[config.mk]
export PLATFORM = sky130hd
export DESIGN_NAME = nearest_free_cluster_finder_flat
export DESIGN_NICKNAME = d
export VERILOG_FILES = /design/src/rtl/nfcf_pkg.sv /design/src/rtl/nfcf_in_if.sv /design/src/rtl/nfcf_out_if.sv /design/src/rtl/nfcf_ram.sv /design/src/rtl/nfcf_table.sv /design/src/rtl/nfcf_walk.sv /design/src/rtl/nearest_free_cluster_finder.sv /design/src/flat_wrapper.sv
export SDC_FILE = /design/constraint.sdc
export NUM_CORES = 2
export LEC_CHECK = 0
export BUFFER_PORTS_ARGS = -buffer_cell sky130_fd_sc_hd__buf_2
export CORE_ASPECT_RATIO = 0.6
export CORE_UTILIZATION = 60
export DETAILED_ROUTE_END_ITERATION = 16
export PLACE_DENSITY = 0.83
export SETUP_SLACK_MARGIN = 0.4
export SYNTH_ARGS = -nofsm -noshare
export SYNTH_HDL_FRONTEND = slang
export SYNTH_SLANG_ARGS = --single-unit
[constraint.sdc]
create_clock -name clk -period 5.69 [get_ports clk]
set_clock_uncertainty 0.05 [all_clocks]
set_input_delay 0.569 -clock clk [delete_from_list [all_inputs] [get_ports clk]]
set_output_delay 0.569 -clock clk [all_outputs]
set_load 0.02 [all_outputs]
[src/rtl/nfcf_pkg.sv]
package nfcf_pkg;

	// Table geometry.
	localparam int TABLE_DEPTH = 256;
	localparam int IDX_W       = $clog2(TABLE_DEPTH);

	// Field widths.
	localparam int CLUSTER_W  = 8;
	localparam int ENTRY_W    = 8;
	localparam int CPT_W      = 6;
	localparam int CFG_IDX_W  = 2;
	localparam int CFG_DATA_W = 8;

	// Search walk widths: up to twice a 256-cluster span, positions may go negative.
	localparam int STEP_W = 10;
	localparam int POS_W  = 11;

	// Reset values of the configuration registers.
	localparam logic [CLUSTER_W-1:0] START_RESET  = 8'd64;
	localparam logic [CLUSTER_W-1:0] LAST_RESET   = 8'd159;
	localparam logic [CPT_W-1:0]     CPT_RESET    = 6'd4;
	localparam logic [ENTRY_W-1:0]   UNUSED_RESET = 8'hFF;

	typedef enum logic [1:0] {
		ACT_WRITE = 2'd0,
		ACT_READ  = 2'd1,
		ACT_FIND  = 2'd2,
		ACT_NONE  = 2'd3
	} action_t;

	typedef enum logic [CFG_IDX_W-1:0] {
		REG_START  = 2'd0,
		REG_LAST   = 2'd1,
		REG_CPT    = 2'd2,
		REG_UNUSED = 2'd3
	} cfg_reg_t;

	typedef enum logic [1:0] {
		ST_IDLE,
		ST_ACCESS,
		ST_SEARCH,
		ST_EMIT
	} state_t;

	// Candidate presented by the search walk in the current cycle.
	typedef struct packed {
		logic             busy;
		logic             usable;
		logic             tail;
		logic [IDX_W-1:0] addr;
	} cand_t;

	typedef struct packed {
		logic                 found;
		logic [CLUSTER_W-1:0] cluster_number;
		logic [ENTRY_W-1:0]   entry_read;
	} result_t;

endpackage

[src/rtl/nfcf_in_if.sv]
interface nfcf_in_if import nfcf_pkg::*; ();

	logic                 valid;
	logic                 ready;
	logic [1:0]           action;
	logic [CLUSTER_W-1:0] cluster_index;
	logic [ENTRY_W-1:0]   entry_value;

	modport source (output valid, action, cluster_index, entry_value, input ready);
	modport sink (input valid, action, cluster_index, entry_value, output ready);

endinterface

[src/rtl/nfcf_out_if.sv]
interface nfcf_out_if import nfcf_pkg::*; ();

	logic                 valid;
	logic                 ready;
	logic                 found;
	logic [CLUSTER_W-1:0] cluster_number;
	logic [ENTRY_W-1:0]   entry_read;

	modport source (output valid, found, cluster_number, entry_read, input ready);
	modport sink (input valid, found, cluster_number, entry_read, output ready);

endinterface

[src/rtl/nfcf_ram.sv]
module nfcf_ram #(
	parameter int WIDTH = 8,
	parameter int DEPTH = 256
) (
	input  logic                     clk,
	input  logic                     we,
	input  logic [$clog2(DEPTH)-1:0] waddr,
	input  logic [WIDTH-1:0]         wdata,
	input  logic                     re,
	input  logic [$clog2(DEPTH)-1:0] raddr,
	output logic [WIDTH-1:0]         rdata
);

	logic [WIDTH-1:0] mem [DEPTH];

	// One write port, one registered read port.
	always_ff @(posedge clk) begin
		if (we) begin
			mem[waddr] <= wdata;
		end
		if (re) begin
			rdata <= mem[raddr];
		end
	end

endmodule

[src/rtl/nfcf_table.sv]
module nfcf_table import nfcf_pkg::*; (
	input  logic               clk,
	input  logic               arst_n,
	input  logic               we,
	input  logic [IDX_W-1:0]   waddr,
	input  logic [ENTRY_W-1:0] wdata,
	input  logic               re,
	input  logic [IDX_W-1:0]   raddr,
	output logic [ENTRY_W-1:0] rdata
);

	logic [TABLE_DEPTH-1:0] written_q;
	logic                   written_s1;
	logic [ENTRY_W-1:0]     ram_rdata;

	nfcf_ram #(
		.WIDTH(ENTRY_W),
		.DEPTH(TABLE_DEPTH)
	) u_ram (
		.clk  (clk),
		.we   (we),
		.waddr(waddr),
		.wdata(wdata),
		.re   (re),
		.raddr(raddr),
		.rdata(ram_rdata)
	);

	// One flag per entry; reset clears them all so every entry reads as the reset free code.
	always_ff @(posedge clk or negedge arst_n) begin
		if (!arst_n) begin
			written_q  <= '0;
			written_s1 <= 1'b0;
		end else begin
			if (we) begin
				written_q[waddr] <= 1'b1;
			end
			if (re) begin
				written_s1 <= written_q[raddr];
			end
		end
	end

	// An entry never written since reset holds the reset free code.
	assign rdata = written_s1 ? ram_rdata : UNUSED_RESET;

endmodule

[src/rtl/nfcf_walk.sv]
module nfcf_walk import nfcf_pkg::*; (
	input  logic                 clk,
	input  logic                 arst_n,
	input  logic                 go,
	input  logic                 stop,
	input  logic [CLUSTER_W-1:0] start_cluster,
	input  logic [CLUSTER_W-1:0] last_cluster,
	input  logic [CPT_W-1:0]     clusters_per_track,
	output cand_t                cand
);

	localparam logic signed [POS_W-1:0] DEPTH_POS = POS_W'(TABLE_DEPTH);

	logic                    busy_q;
	logic [STEP_W-1:0]       step_q;
	logic [CPT_W-1:0]        off_q;
	logic                    odd_q;
	logic signed [POS_W-1:0] base_lo_q;
	logic signed [POS_W-1:0] base_hi_q;

	logic [CPT_W-1:0]        stride;
	logic signed [POS_W-1:0] stride_s;
	logic signed [POS_W-1:0] start_s;
	logic signed [POS_W-1:0] last_s;
	logic signed [POS_W-1:0] span_raw;
	logic signed [POS_W-1:0] span;
	logic [STEP_W-1:0]       steps_m1;
	logic signed [POS_W-1:0] pos;
	logic                    run_end;

	// Stride and number of steps follow from the configuration.
	always_comb begin
		stride    = (clusters_per_track == '0) ? CPT_W'(1) : clusters_per_track;
		stride_s  = $signed(POS_W'(stride));
		start_s   = $signed(POS_W'(start_cluster));
		last_s    = $signed(POS_W'(last_cluster));
		span_raw  = $signed(POS_W'(last_cluster) + POS_W'(1) - POS_W'(start_cluster));
		span      = (span_raw < start_s) ? start_s : span_raw;
		steps_m1  = STEP_W'({span, 1'b0} - (POS_W + 1)'(1));
	end

	// The current candidate: the run below the start on even runs, above it on odd runs.
	always_comb begin
		pos         = (odd_q ? base_hi_q : base_lo_q) + $signed(POS_W'(off_q));
		run_end     = (off_q == stride - CPT_W'(1));
		cand.busy   = busy_q;
		cand.usable = !pos[POS_W-1] && (pos <= last_s) && (pos < DEPTH_POS);
		cand.tail   = (step_q == steps_m1);
		cand.addr   = pos[IDX_W-1:0];
	end

	// Step through the runs, moving both bases one stride outward after each pair.
	always_ff @(posedge clk or negedge arst_n) begin
		if (!arst_n) begin
			busy_q    <= 1'b0;
			step_q    <= '0;
			off_q     <= '0;
			odd_q     <= 1'b0;
			base_lo_q <= '0;
			base_hi_q <= '0;
		end else if (go) begin
			busy_q    <= 1'b1;
			step_q    <= '0;
			off_q     <= '0;
			odd_q     <= 1'b0;
			base_lo_q <= start_s - stride_s;
			base_hi_q <= start_s;
		end else if (busy_q) begin
			if (stop || cand.tail) begin
				busy_q <= 1'b0;
			end
			step_q <= step_q + STEP_W'(1);
			if (run_end) begin
				off_q <= '0;
				odd_q <= !odd_q;
				if (odd_q) begin
					base_lo_q <= base_lo_q - stride_s;
					base_hi_q <= base_hi_q + stride_s;
				end
			end else begin
				off_q <= off_q + CPT_W'(1);
			end
		end
	end

endmodule

[src/rtl/nearest_free_cluster_finder.sv]
// One request at a time: a new request is taken only in idle, after the previous
// result has been registered for output. A write goes straight to the emit state; a
// read passes through the access state for its registered table read; a search walks
// outward from the start cluster, reads the table for each usable candidate, checks
// the entry read and stops on a free one or at its last step. Reset loads the register
// reset values and marks every table entry unwritten (reads as 0xFF) via per-entry flags.
module nearest_free_cluster_finder import nfcf_pkg::*; (
	input  logic                  clk,
	input  logic                  arst_n,
	nfcf_in_if.sink               req,
	nfcf_out_if.source            rsp,
	input  logic                  cfg_write,
	input  logic [CFG_IDX_W-1:0]  cfg_index,
	input  logic [CFG_DATA_W-1:0] cfg_data
);

	state_t state_q, state_d;

	logic [CLUSTER_W-1:0] start_q;
	logic [CLUSTER_W-1:0] last_q;
	logic [CPT_W-1:0]     cpt_q;
	logic [ENTRY_W-1:0]   unused_q;

	result_t res_q;
	result_t out_q;
	logic    out_vld_q;
	logic    rd_ok_q;

	logic             chk_vld_s1;
	logic             chk_tail_s1;
	logic [IDX_W-1:0] chk_addr_s1;

	action_t            act;
	logic               accepted;
	logic               idx_ok;
	logic               out_free;
	logic               hit;
	logic               tbl_we;
	logic               tbl_re;
	logic [IDX_W-1:0]   tbl_raddr;
	logic [ENTRY_W-1:0] tbl_rdata;
	logic               walk_go;
	logic               walk_stop;
	cand_t              cand;

	nfcf_table u_table (
		.clk   (clk),
		.arst_n(arst_n),
		.we    (tbl_we),
		.waddr (req.cluster_index[IDX_W-1:0]),
		.wdata (req.entry_value),
		.re    (tbl_re),
		.raddr (tbl_raddr),
		.rdata (tbl_rdata)
	);

	nfcf_walk u_walk (
		.clk               (clk),
		.arst_n            (arst_n),
		.go                (walk_go),
		.stop              (walk_stop),
		.start_cluster     (start_q),
		.last_cluster      (last_q),
		.clusters_per_track(cpt_q),
		.cand              (cand)
	);

	// Request decode and status terms.
	always_comb begin
		act      = action_t'(req.action);
		accepted = req.valid && req.ready;
		idx_ok   = {1'b0, req.cluster_index} < (CLUSTER_W + 1)'(TABLE_DEPTH);
		out_free = !out_vld_q || rsp.ready;
		hit      = chk_vld_s1 && (tbl_rdata == unused_q);
	end

	// Next state.
	always_comb begin
		state_d = state_q;
		case (state_q)
			ST_IDLE: begin
				if (accepted) begin
					case (act)
						ACT_READ: state_d = ST_ACCESS;
						ACT_FIND: state_d = ST_SEARCH;
						default:  state_d = ST_EMIT;
					endcase
				end
			end
			ST_ACCESS: state_d = ST_EMIT;
			ST_SEARCH: begin
				if (hit || chk_tail_s1) begin
					state_d = ST_EMIT;
				end
			end
			ST_EMIT: begin
				if (out_free) begin
					state_d = ST_IDLE;
				end
			end
			default: state_d = ST_IDLE;
		endcase
	end

	// Control outputs: handshake, table port and walk control.
	always_comb begin
		req.ready = 1'b0;
		tbl_we    = 1'b0;
		tbl_re    = 1'b0;
		tbl_raddr = cand.addr;
		walk_go   = 1'b0;
		walk_stop = 1'b0;
		case (state_q)
			ST_IDLE: begin
				req.ready = 1'b1;
				tbl_raddr = req.cluster_index[IDX_W-1:0];
				tbl_we    = accepted && (act == ACT_WRITE) && idx_ok;
				tbl_re    = accepted && (act == ACT_READ) && idx_ok;
				walk_go   = accepted && (act == ACT_FIND);
			end
			ST_SEARCH: begin
				tbl_re    = cand.busy && cand.usable;
				walk_stop = hit;
			end
			default: begin
				tbl_re = 1'b0;
			end
		endcase
	end

	// Configuration registers.
	always_ff @(posedge clk or negedge arst_n) begin
		if (!arst_n) begin
			start_q  <= START_RESET;
			last_q   <= LAST_RESET;
			cpt_q    <= CPT_RESET;
			unused_q <= UNUSED_RESET;
		end else if (cfg_write) begin
			case (cfg_reg_t'(cfg_index))
				REG_START:  start_q  <= cfg_data[CLUSTER_W-1:0];
				REG_LAST:   last_q   <= cfg_data[CLUSTER_W-1:0];
				REG_CPT:    cpt_q    <= cfg_data[CPT_W-1:0];
				REG_UNUSED: unused_q <= cfg_data[ENTRY_W-1:0];
				default:    start_q  <= start_q;
			endcase
		end
	end

	// State, check stage and output valid.
	always_ff @(posedge clk or negedge arst_n) begin
		if (!arst_n) begin
			state_q     <= ST_IDLE;
			chk_vld_s1  <= 1'b0;
			chk_tail_s1 <= 1'b0;
			out_vld_q   <= 1'b0;
			rd_ok_q     <= 1'b0;
		end else begin
			state_q     <= state_d;
			chk_vld_s1  <= cand.busy && cand.usable;
			chk_tail_s1 <= cand.busy && cand.tail;
			if (accepted) begin
				rd_ok_q <= idx_ok;
			end
			if (state_q == ST_EMIT && out_free) begin
				out_vld_q <= 1'b1;
			end else if (rsp.ready) begin
				out_vld_q <= 1'b0;
			end
		end
	end

	// Result assembly and output register.
	always_ff @(posedge clk) begin
		chk_addr_s1 <= cand.addr;
		case (state_q)
			ST_IDLE: begin
				if (accepted) begin
					res_q <= '{
						found:          1'b0,
						cluster_number: (act == ACT_WRITE || act == ACT_READ) ?
						                req.cluster_index : '0,
						entry_read:     '0
					};
				end
			end
			ST_ACCESS: res_q.entry_read <= rd_ok_q ? tbl_rdata : '0;
			ST_SEARCH: begin
				if (hit) begin
					res_q <= '{
						found:          1'b1,
						cluster_number: CLUSTER_W'(chk_addr_s1),
						entry_read:     '0
					};
				end
			end
			ST_EMIT: begin
				if (out_free) begin
					out_q <= res_q;
				end
			end
			default: res_q <= res_q;
		endcase
	end

	assign rsp.valid          = out_vld_q;
	assign rsp.found          = out_q.found;
	assign rsp.cluster_number = out_q.cluster_number;
	assign rsp.entry_read     = out_q.entry_read;

endmodule
[src/flat_wrapper.sv]
// flat-port wrapper written by rule: the top's interface ports become plain ports
module nearest_free_cluster_finder_flat import nfcf_pkg::*;
  (clk, arst_n, cfg_write, cfg_index, cfg_data, req_valid, req_action, req_cluster_index, req_entry_value, req_ready, rsp_valid, rsp_found, rsp_cluster_number, rsp_entry_read, rsp_ready);
  nfcf_in_if req_i ();
  nfcf_out_if rsp_i ();
  input  logic clk;
  input  logic arst_n;
  input  logic cfg_write;
  input  logic [CFG_IDX_W-1:0] cfg_index;
  input  logic [CFG_DATA_W-1:0] cfg_data;
  input wire logic [$bits(req_i.valid)-1:0] req_valid;
  input wire logic [$bits(req_i.action)-1:0] req_action;
  input wire logic [$bits(req_i.cluster_index)-1:0] req_cluster_index;
  input wire logic [$bits(req_i.entry_value)-1:0] req_entry_value;
  output wire logic [$bits(req_i.ready)-1:0] req_ready;
  output wire logic [$bits(rsp_i.valid)-1:0] rsp_valid;
  output wire logic [$bits(rsp_i.found)-1:0] rsp_found;
  output wire logic [$bits(rsp_i.cluster_number)-1:0] rsp_cluster_number;
  output wire logic [$bits(rsp_i.entry_read)-1:0] rsp_entry_read;
  input wire logic [$bits(rsp_i.ready)-1:0] rsp_ready;
  assign req_i.valid = req_valid;
  assign req_i.action = req_action;
  assign req_i.cluster_index = req_cluster_index;
  assign req_i.entry_value = req_entry_value;
  assign req_ready = req_i.ready;
  assign rsp_valid = rsp_i.valid;
  assign rsp_found = rsp_i.found;
  assign rsp_cluster_number = rsp_i.cluster_number;
  assign rsp_entry_read = rsp_i.entry_read;
  assign rsp_i.ready = rsp_ready;
  nearest_free_cluster_finder u_core (.clk(clk), .arst_n(arst_n), .req(req_i), .rsp(rsp_i), .cfg_write(cfg_write), .cfg_index(cfg_index), .cfg_data(cfg_data));
endmodule
-- After elaboration in Yosys (flattened, before gate mapping)
Memory sizes are Yosys's and may differ from the RTL's. A register that Yosys moved wholly into a read port is not among the register bits.
Index checks and enable logic that the tools add are counted.
- flip-flop bits (word level): 375
- latch bits: 0
- RAM bits: 2048
- ROM bits: 0
- bits of input ports: 33
- output and inout bits: 19
- logic and storage cells: 143
- memories: 1
- $add $sub $neg: 10
- multipliers: 0
- div/mod/pow operators: 0
- magnitude comparators: 6
- equality and inequality tests: 15
- shift-type cells: 0
- multiplexer cells: 48
- bitwise gates (word level): 1
- reduce and logical (&&, ||, !) cells: 38
- memory list (memory ; words ; bits a word ; read ports ; clocked after memory_dff ; wr ports ; RTL line ; RTL):
    u_core.u_table.u_ram.mem ; 256 ; 8 ; 1 ; 1 ; 1 ; nfcf_ram.sv:14 ; logic [WIDTH-1:0] mem [DEPTH];
- operators with widths (kind ; count):
    $or A256 B256 Y256 ; 1
    $mux W11 ; 9
    $mux W17 ; 2
    $mux W8 ; 4
    $mux W6 ; 4
    $pmux W8 S3 ; 1
    $add A11 B7 Y11 ; 2
    $mux W10 ; 2
    $lt A8 B9 Y1 const B ; 2
    $pmux W9 S2 ; 1
    $mux W1 ; 16
    $reduce_and A2 Y1 ; 6
    $reduce_and A3 Y1 ; 4
    $le A11 B9 Y1 ; 1
    $logic_and A1 B1 Y1 ; 11
    $lt A11 B10 Y1 const B ; 1
    $sub A11 B7 Y11 ; 1
    $add A10 B1 Y10 const B ; 1
    $eq A10 B10 Y1 ; 1
    $eq A2 B2 Y1 const B ; 5
    $lt A10 B9 Y1 ; 1
    $reduce_bool A2 Y1 ; 5
    $sub A10 B1 Y10 const B ; 1
    $sub A9 B8 Y10 ; 1
    other kinds (21) ; 35

-- Longest topological paths before layout
- depth in word-level cells: 10
- depth in mapped cells: 24
- mapped depth without buffers: 23

-- By module
Synthesis repeated with hierarchy kept, for this count alone.
- cells, all modules: 5303
- area total of the unflattened synthesis: 98489.5 µm²
- modules (own cells, without submodules) (module ; instances ; cells each ; area an instance (µm²) ; seq. area each (µm²)):
    nfcf_ram ; 1 ; 3733 ; 79636.4 ; 61739.2
    nfcf_table ; 1 ; 852 ; 11293.3 ; 6431.2
    nfcf_walk ; 1 ; 525 ; 4468.0 ; 1001.0
    nearest_free_cluster_finder ; 1 ; 193 ; 3091.7 ; 2102.0

-- Worst setup path before layout
No wires, ideal clock.
- path type: reg-to-reg
- from: register u_core.last_q[1]
- to: register u_core.u_walk.busy_q
- setup time: 133 ps
- arrival: 4788 ps
- required time: 5507 ps
- path slack: 718 ps
- stages on the path, launching flop included: 23
- path buffers: 1
- clock period less this slack: 4972 ps
- cells stage by stage: dfstp_2 -> inv_1 -> ha_1 -> inv_1 -> ha_1 -> fa_1 -> a211o_2 -> a2111o_1 -> o311ai_0 -> ha_1 -> nand4_1 -> a21oi_1 -> o41a_4 -> buf_6 -> nor2_1 -> a21oi_1 -> ha_1 -> and3_1 -> mux2i_1 -> o21ai_0 -> nor4bb_2 -> o31a_1 -> o211ai_1
- word-level cells in the longest chain between the ends: 10
- ends and longest elaborated chain (element ; RTL line ; RTL):
    start: declaration ; nearest_free_cluster_finder.sv:20 ; logic [CLUSTER_W-1:0] last_q;
    start signal: assignment ; nearest_free_cluster_finder.sv:141 ; REG_LAST: last_q <= cfg_data[CLUSTER_W-1:0];
    $add A8 B1 Y9 (*) ; nfcf_walk.sv:37 ; span_raw = $signed(POS_W'(last_cluster) + POS_W'(1) - POS_W'(start_cluster));
    $sub A9 B8 Y10 (*) ; nfcf_walk.sv:37 ;
    $lt A10 B9 Y1 ; nfcf_walk.sv:38 ; span = (span_raw < start_s) ? start_s : span_raw;
    $mux W9 (*) ; nfcf_walk.sv:38 ;
    $sub A10 B1 Y10 (*) ; nfcf_walk.sv:39 ; steps_m1 = STEP_W'({span, 1'b0} - (POS_W + 1)'(1));
    $eq A10 B10 Y1 (*) ; nfcf_walk.sv:48 ; cand.tail = (step_q == steps_m1);
    $logic_or A1 B1 Y1 (*) ; nfcf_walk.sv:69 ; if (stop || cand.tail) begin
    $mux W1 (*) ; nfcf_walk.sv:69 ;
    $mux W1 (*) ; nfcf_walk.sv:68 ; end else if (busy_q) begin
    $mux W1 (*) ; nfcf_walk.sv:61 ; end else if (go) begin
    end signal: assignment ; nfcf_walk.sv:55 ; busy_q <= 1'b0;
    end signal: assignment ; nfcf_walk.sv:62 ; busy_q <= 1'b1;
    end signal: assignment ; nfcf_walk.sv:70 ; busy_q <= 1'b0;
    end: declaration ; nfcf_walk.sv:14 ; logic busy_q;
Every way passes the cells marked *; elsewhere a longest branch is shown, timed or not.
A chain may end at the register's enable or synchronous reset.

-- Worst setup path after layout
- from: register u_core.u_walk.base_lo_q[1]
- to: register u_core.u_table.u_ram.rdata[0], read port of u_core.u_table.u_ram.mem, data pin
- word-level cells in the longest chain between the ends: 7
- elaborated cells between the ends (all ways): 10
- those cells by class: 1 x add/sub; 2 x order compare; 3 x mux; 4 x reduce/logical
- ends and longest elaborated chain (element ; RTL line ; RTL):
    start: declaration ; nfcf_walk.sv:18 ; logic signed [POS_W-1:0] base_lo_q;
    start signal: assignment ; nfcf_walk.sv:66 ; base_lo_q <= start_s - stride_s;
    start signal: assignment ; nfcf_walk.sv:77 ; base_lo_q <= base_lo_q - stride_s;
    $mux W11 (*) ; nfcf_walk.sv:44 ; pos = (odd_q ? base_hi_q : base_lo_q) + $signed(POS_W'(off_q));
    $add A11 B7 Y11 (*) ; nfcf_walk.sv:44 ;
    $le A11 B9 Y1 or $logic_not A1 Y1 (tied branches) ; nfcf_walk.sv:47 ; cand.usable = !pos[POS_W-1] && (pos <= last_s) && (pos < DEPTH_POS);
    $logic_and A1 B1 Y1 (2 in a row) ; nfcf_walk.sv:47 ;
    $logic_and A1 B1 Y1 ; nearest_free_cluster_finder.sv:122 ; tbl_re = cand.busy && cand.usable;
    $pmux W1 S2 ; nearest_free_cluster_finder.sv:113 ; case (state_q)
    end: declaration ; nfcf_ram.sv:11 ; output logic [WIDTH-1:0] rdata
Marked as above.

==> impl_metrics.yaml <==
outcome:
  status: "finished, violations left"
  violations: "max-slew violations"
drt:
  wl_met2_um: 112300
  wl_per_cell_um: 32.98
  viasPerCell: 6.886
  via_count: 51900
  dr.pass1.iters: 6
  routed.top_layer: "met5"
  drcViolationCount: 0
  drtIter0Drc: 7853
  wirelength_um: 248600
  ant_nets: 0
  dr_wl_met3_um: 32320
  wirelength_met1_um: 95710
final_layout:
  fin_nets: 5320
  mostFrequentLayoutCells: "edfxtp_1 (2090), mux4_2 (576), mux2i_1 (501)"
  utilization: 0.6717
  fillers: 9763
  drive_gt1_frac: 0.2744
  seq_area_um2: 71270
  final_common_cell: "edfxtp_1"
  multi_input_area_um2: 26190
  area_growth_pct: 10.34
synth:
  ys.warnings.count: 0
  yosys_register_bits: 2431
  netlist_instances: 5062
  ys_async_sr_fraction: 0.1370
  synthesis.nets: 5165
  ys_seq_area_frac: 0.7213
  synth_top_area_frac: 0.6352
  synth.area.top_cells: "edfxtp_1 (64%), mux4_2 (13%), dfrtp_1 (8.0%)"
  yosysTopAreaCell: "edfxtp_1"
  ys.flop_type: "edfxtp_1"
  syn_area_per_cell_um2: 19.52
  ys_types: 88
  synth_edf_count: 2090
  syn_area_um2: 98810
timing:
  slew-limit-headroom: -0.1890
  setup_viol: 0
  fmax_mhz: 192.9
  fin_crit_sh: 0.9110
  fin_setup_tns_ns: 0
  worst_slew_pin_slew_ns: 1.783
  hold_viol: 0
  rsz0062_at_grt: "no"
  fin_crit_ns: 5.184
  slew_violations: 124
floorplan:
  start_util: 0.6087
  io_pins: 52
  die_area_um2: 166400
  core-area_um2: 162300
  rows: 114
  chipWidth_um: 525.9
  die_h_um: 316.3
worst_setup_path:
  path_class: "register to register"
  slowest_stage: "o21ai_4"
  path_common_cell: "mux2i_1"
  cpPeakStageDelay_ns: 0.86
  path_cells: "inv_1, o21ai_0, ha_1, a21o_1, a21o_1, xnor2_1, o21ai_4, buf_12, mux2i_1, mux2i_1, mux2_2, mux2i_1, mux2_2"
  critPathBufInv: 2
  crit_family: "multiplexers"
  cp.arrival_ns: 5.84
  required_ns: 6.34
  end_kind: "register"
  critPathMaxFanout: 21
  crit_path_start_kind: "register"
cts:
  htreeDepth: 4
  cts_tree: "built"
  clockBufferDepth: 4
  cts_made_buffers: 205
  clkTransAtPathRegs_ns: 0.07
  cts-root-buf: "clkbuf_16"
  clock_latency_ns: 0.84
  cts_sinks: 2431
flow_run:
  drv_cap: 0
global_routing:
  first_global_vias: 51670
  grt_max_degree: 233
  grt_usage: 0.3024
  grt_pass1_wl_um: 362200
  gr-total-overflow: 0
  antenna_found_initial: 13
worst_hold_path:
  hold_path_class: "input pin to register"
place:
  portBuffers: 51
  place_congestion: 0.8904
  dp_hpwl_um: 143700
==> metal layers <==
metal	track usage	up-vias
met2	0.4478	3815
li1	-	20450
met3	0.08647	511
met4	0.09299	16
met1	0.4429	27110
met5	0	-
==> cell usage after synthesis (4+ instances only) <==
cell      number
buf_1         32
nand3_1       24
o211ai_1       9
dfstp_2       16
a21boi_0       4
a211oi_1      28
buf_6          8
xnor2_1       29
inv_1         59
nand2_1       87
dfrtp_1      317
nor3_1        19
buf_2         72
a221oi_1       4
nor2b_1       40
ha_1          64
nor3b_1       10
mux2i_1      505
or2_2        257
mux2_2        74
and2_1         6
edfxtp_1    2090
nor2_1       318
nand3b_1       4
clkbuf_1      85
a21oi_1       52
and3_1        13
a31oi_1        4
dfxtp_1        8
a211o_1        4
buf_4         59
o21ai_0       42
o21a_1         4
nand4_1        8
mux4_2       576
a22o_1         8
a21o_1        13
xor2_1        26
fa_1           6
nand2b_1      14
==> area by class of cell <==
type / instances / share of cell area
Tap cell: 2146 / 0.02463
Timing Repair Buffer: 204 / 0.01905
Multi-Input combinational cell: 2315 / 0.2402
Clock buffer: 294 / 0.05310
Sequential cell: 2431 / 0.6537
Inverter: 60 / 0.002089
Clock inverter: 82 / 0.007070
Antenna cell: 5 / 0.0001148
==> worst paths after layout <==
kind	startpoint	to	slack, ns	depth (start not counted)
max in group asynchronous	arst_n	u_core.u_table.written_q[11]$_DFFE_PN0P_	3.84	3
worst max register to register	u_core.u_walk.base_lo_q[1]$_DFFE_PN0P_	u_core.u_table.u_ram.rdata[0]$_DFFE_PP_	0.51	13
min in group asynchronous	arst_n	u_core.u_walk.step_q[9]$_DFFE_PN0P_	0.29	2
worst max-delay path	u_core.u_walk.base_lo_q[1]$_DFFE_PN0P_	u_core.u_table.u_ram.rdata[0]$_DFFE_PP_	0.51	13
worst min-delay path	req_entry_value[7]	u_core.u_table.u_ram.mem[145][7]$_DFFE_PP_	0.04	1
worst min register to register	u_core.res_q[16]$_DFFE_PP_	u_core.rsp.found$_DFFE_PP_	0.38	0
==> through the flow <==
step	instance area (µm²)	hold slack, ns	std cells	setup slack [ns]
after global routing	109000	0.02331	7532	0.3864
after detailed placement	102300	0.3565	7147	0.2448
after floorplan	98810	0.2234	5062	0.7184
after CTS	108900	0.001250	7531	0.4522
after global placement	102300	0.3543	7147	0.2800
final	109000	0.04241	7537	0.5065
==> logic make-up (layout without fill, tap and decap cells) <==
family | Yosys count | after routing | share of synthesized area
flip-flops | 2431 | 2431 | 0.7213
multiplexers | 1157 | 1157 | 0.1912
AND/OR/NAND/NOR | 814 | 814 | 0.04148
buffers and inverters | 316 | 640 | 0.01577
AO/OA/AOI/OAI | 218 | 218 | 0.01577
adder cells (fa/ha/maj) | 70 | 70 | 0.009320
XOR/XNOR | 56 | 56 | 0.005103
other | 0 | 5 | 0
==> flip-flops by register name, summed over array words and instances, names as in the netlist, 10 cells and up <==
name                      cells
u_core.res_q                 17
u_core.u_table.u_ram.mem   2048
u_core.u_table.written_q    256
u_core.u_walk.base_hi_q      11
u_core.u_walk.base_lo_q      11
u_core.u_walk.step_q         10
==> repair_timing <==
item                                   4_1_cts  5_1_grt
setup endpoints to repair                    2        2
setup buffers                                1        1
endpoints found under the hold margin       85        0
hold buffers                                 7        0
pin swaps                                    1        6
resized for setup                            6       11
Power is not shown: default switching activity piles up to over one toggle a cycle in this logic, so the estimate is an artifact.
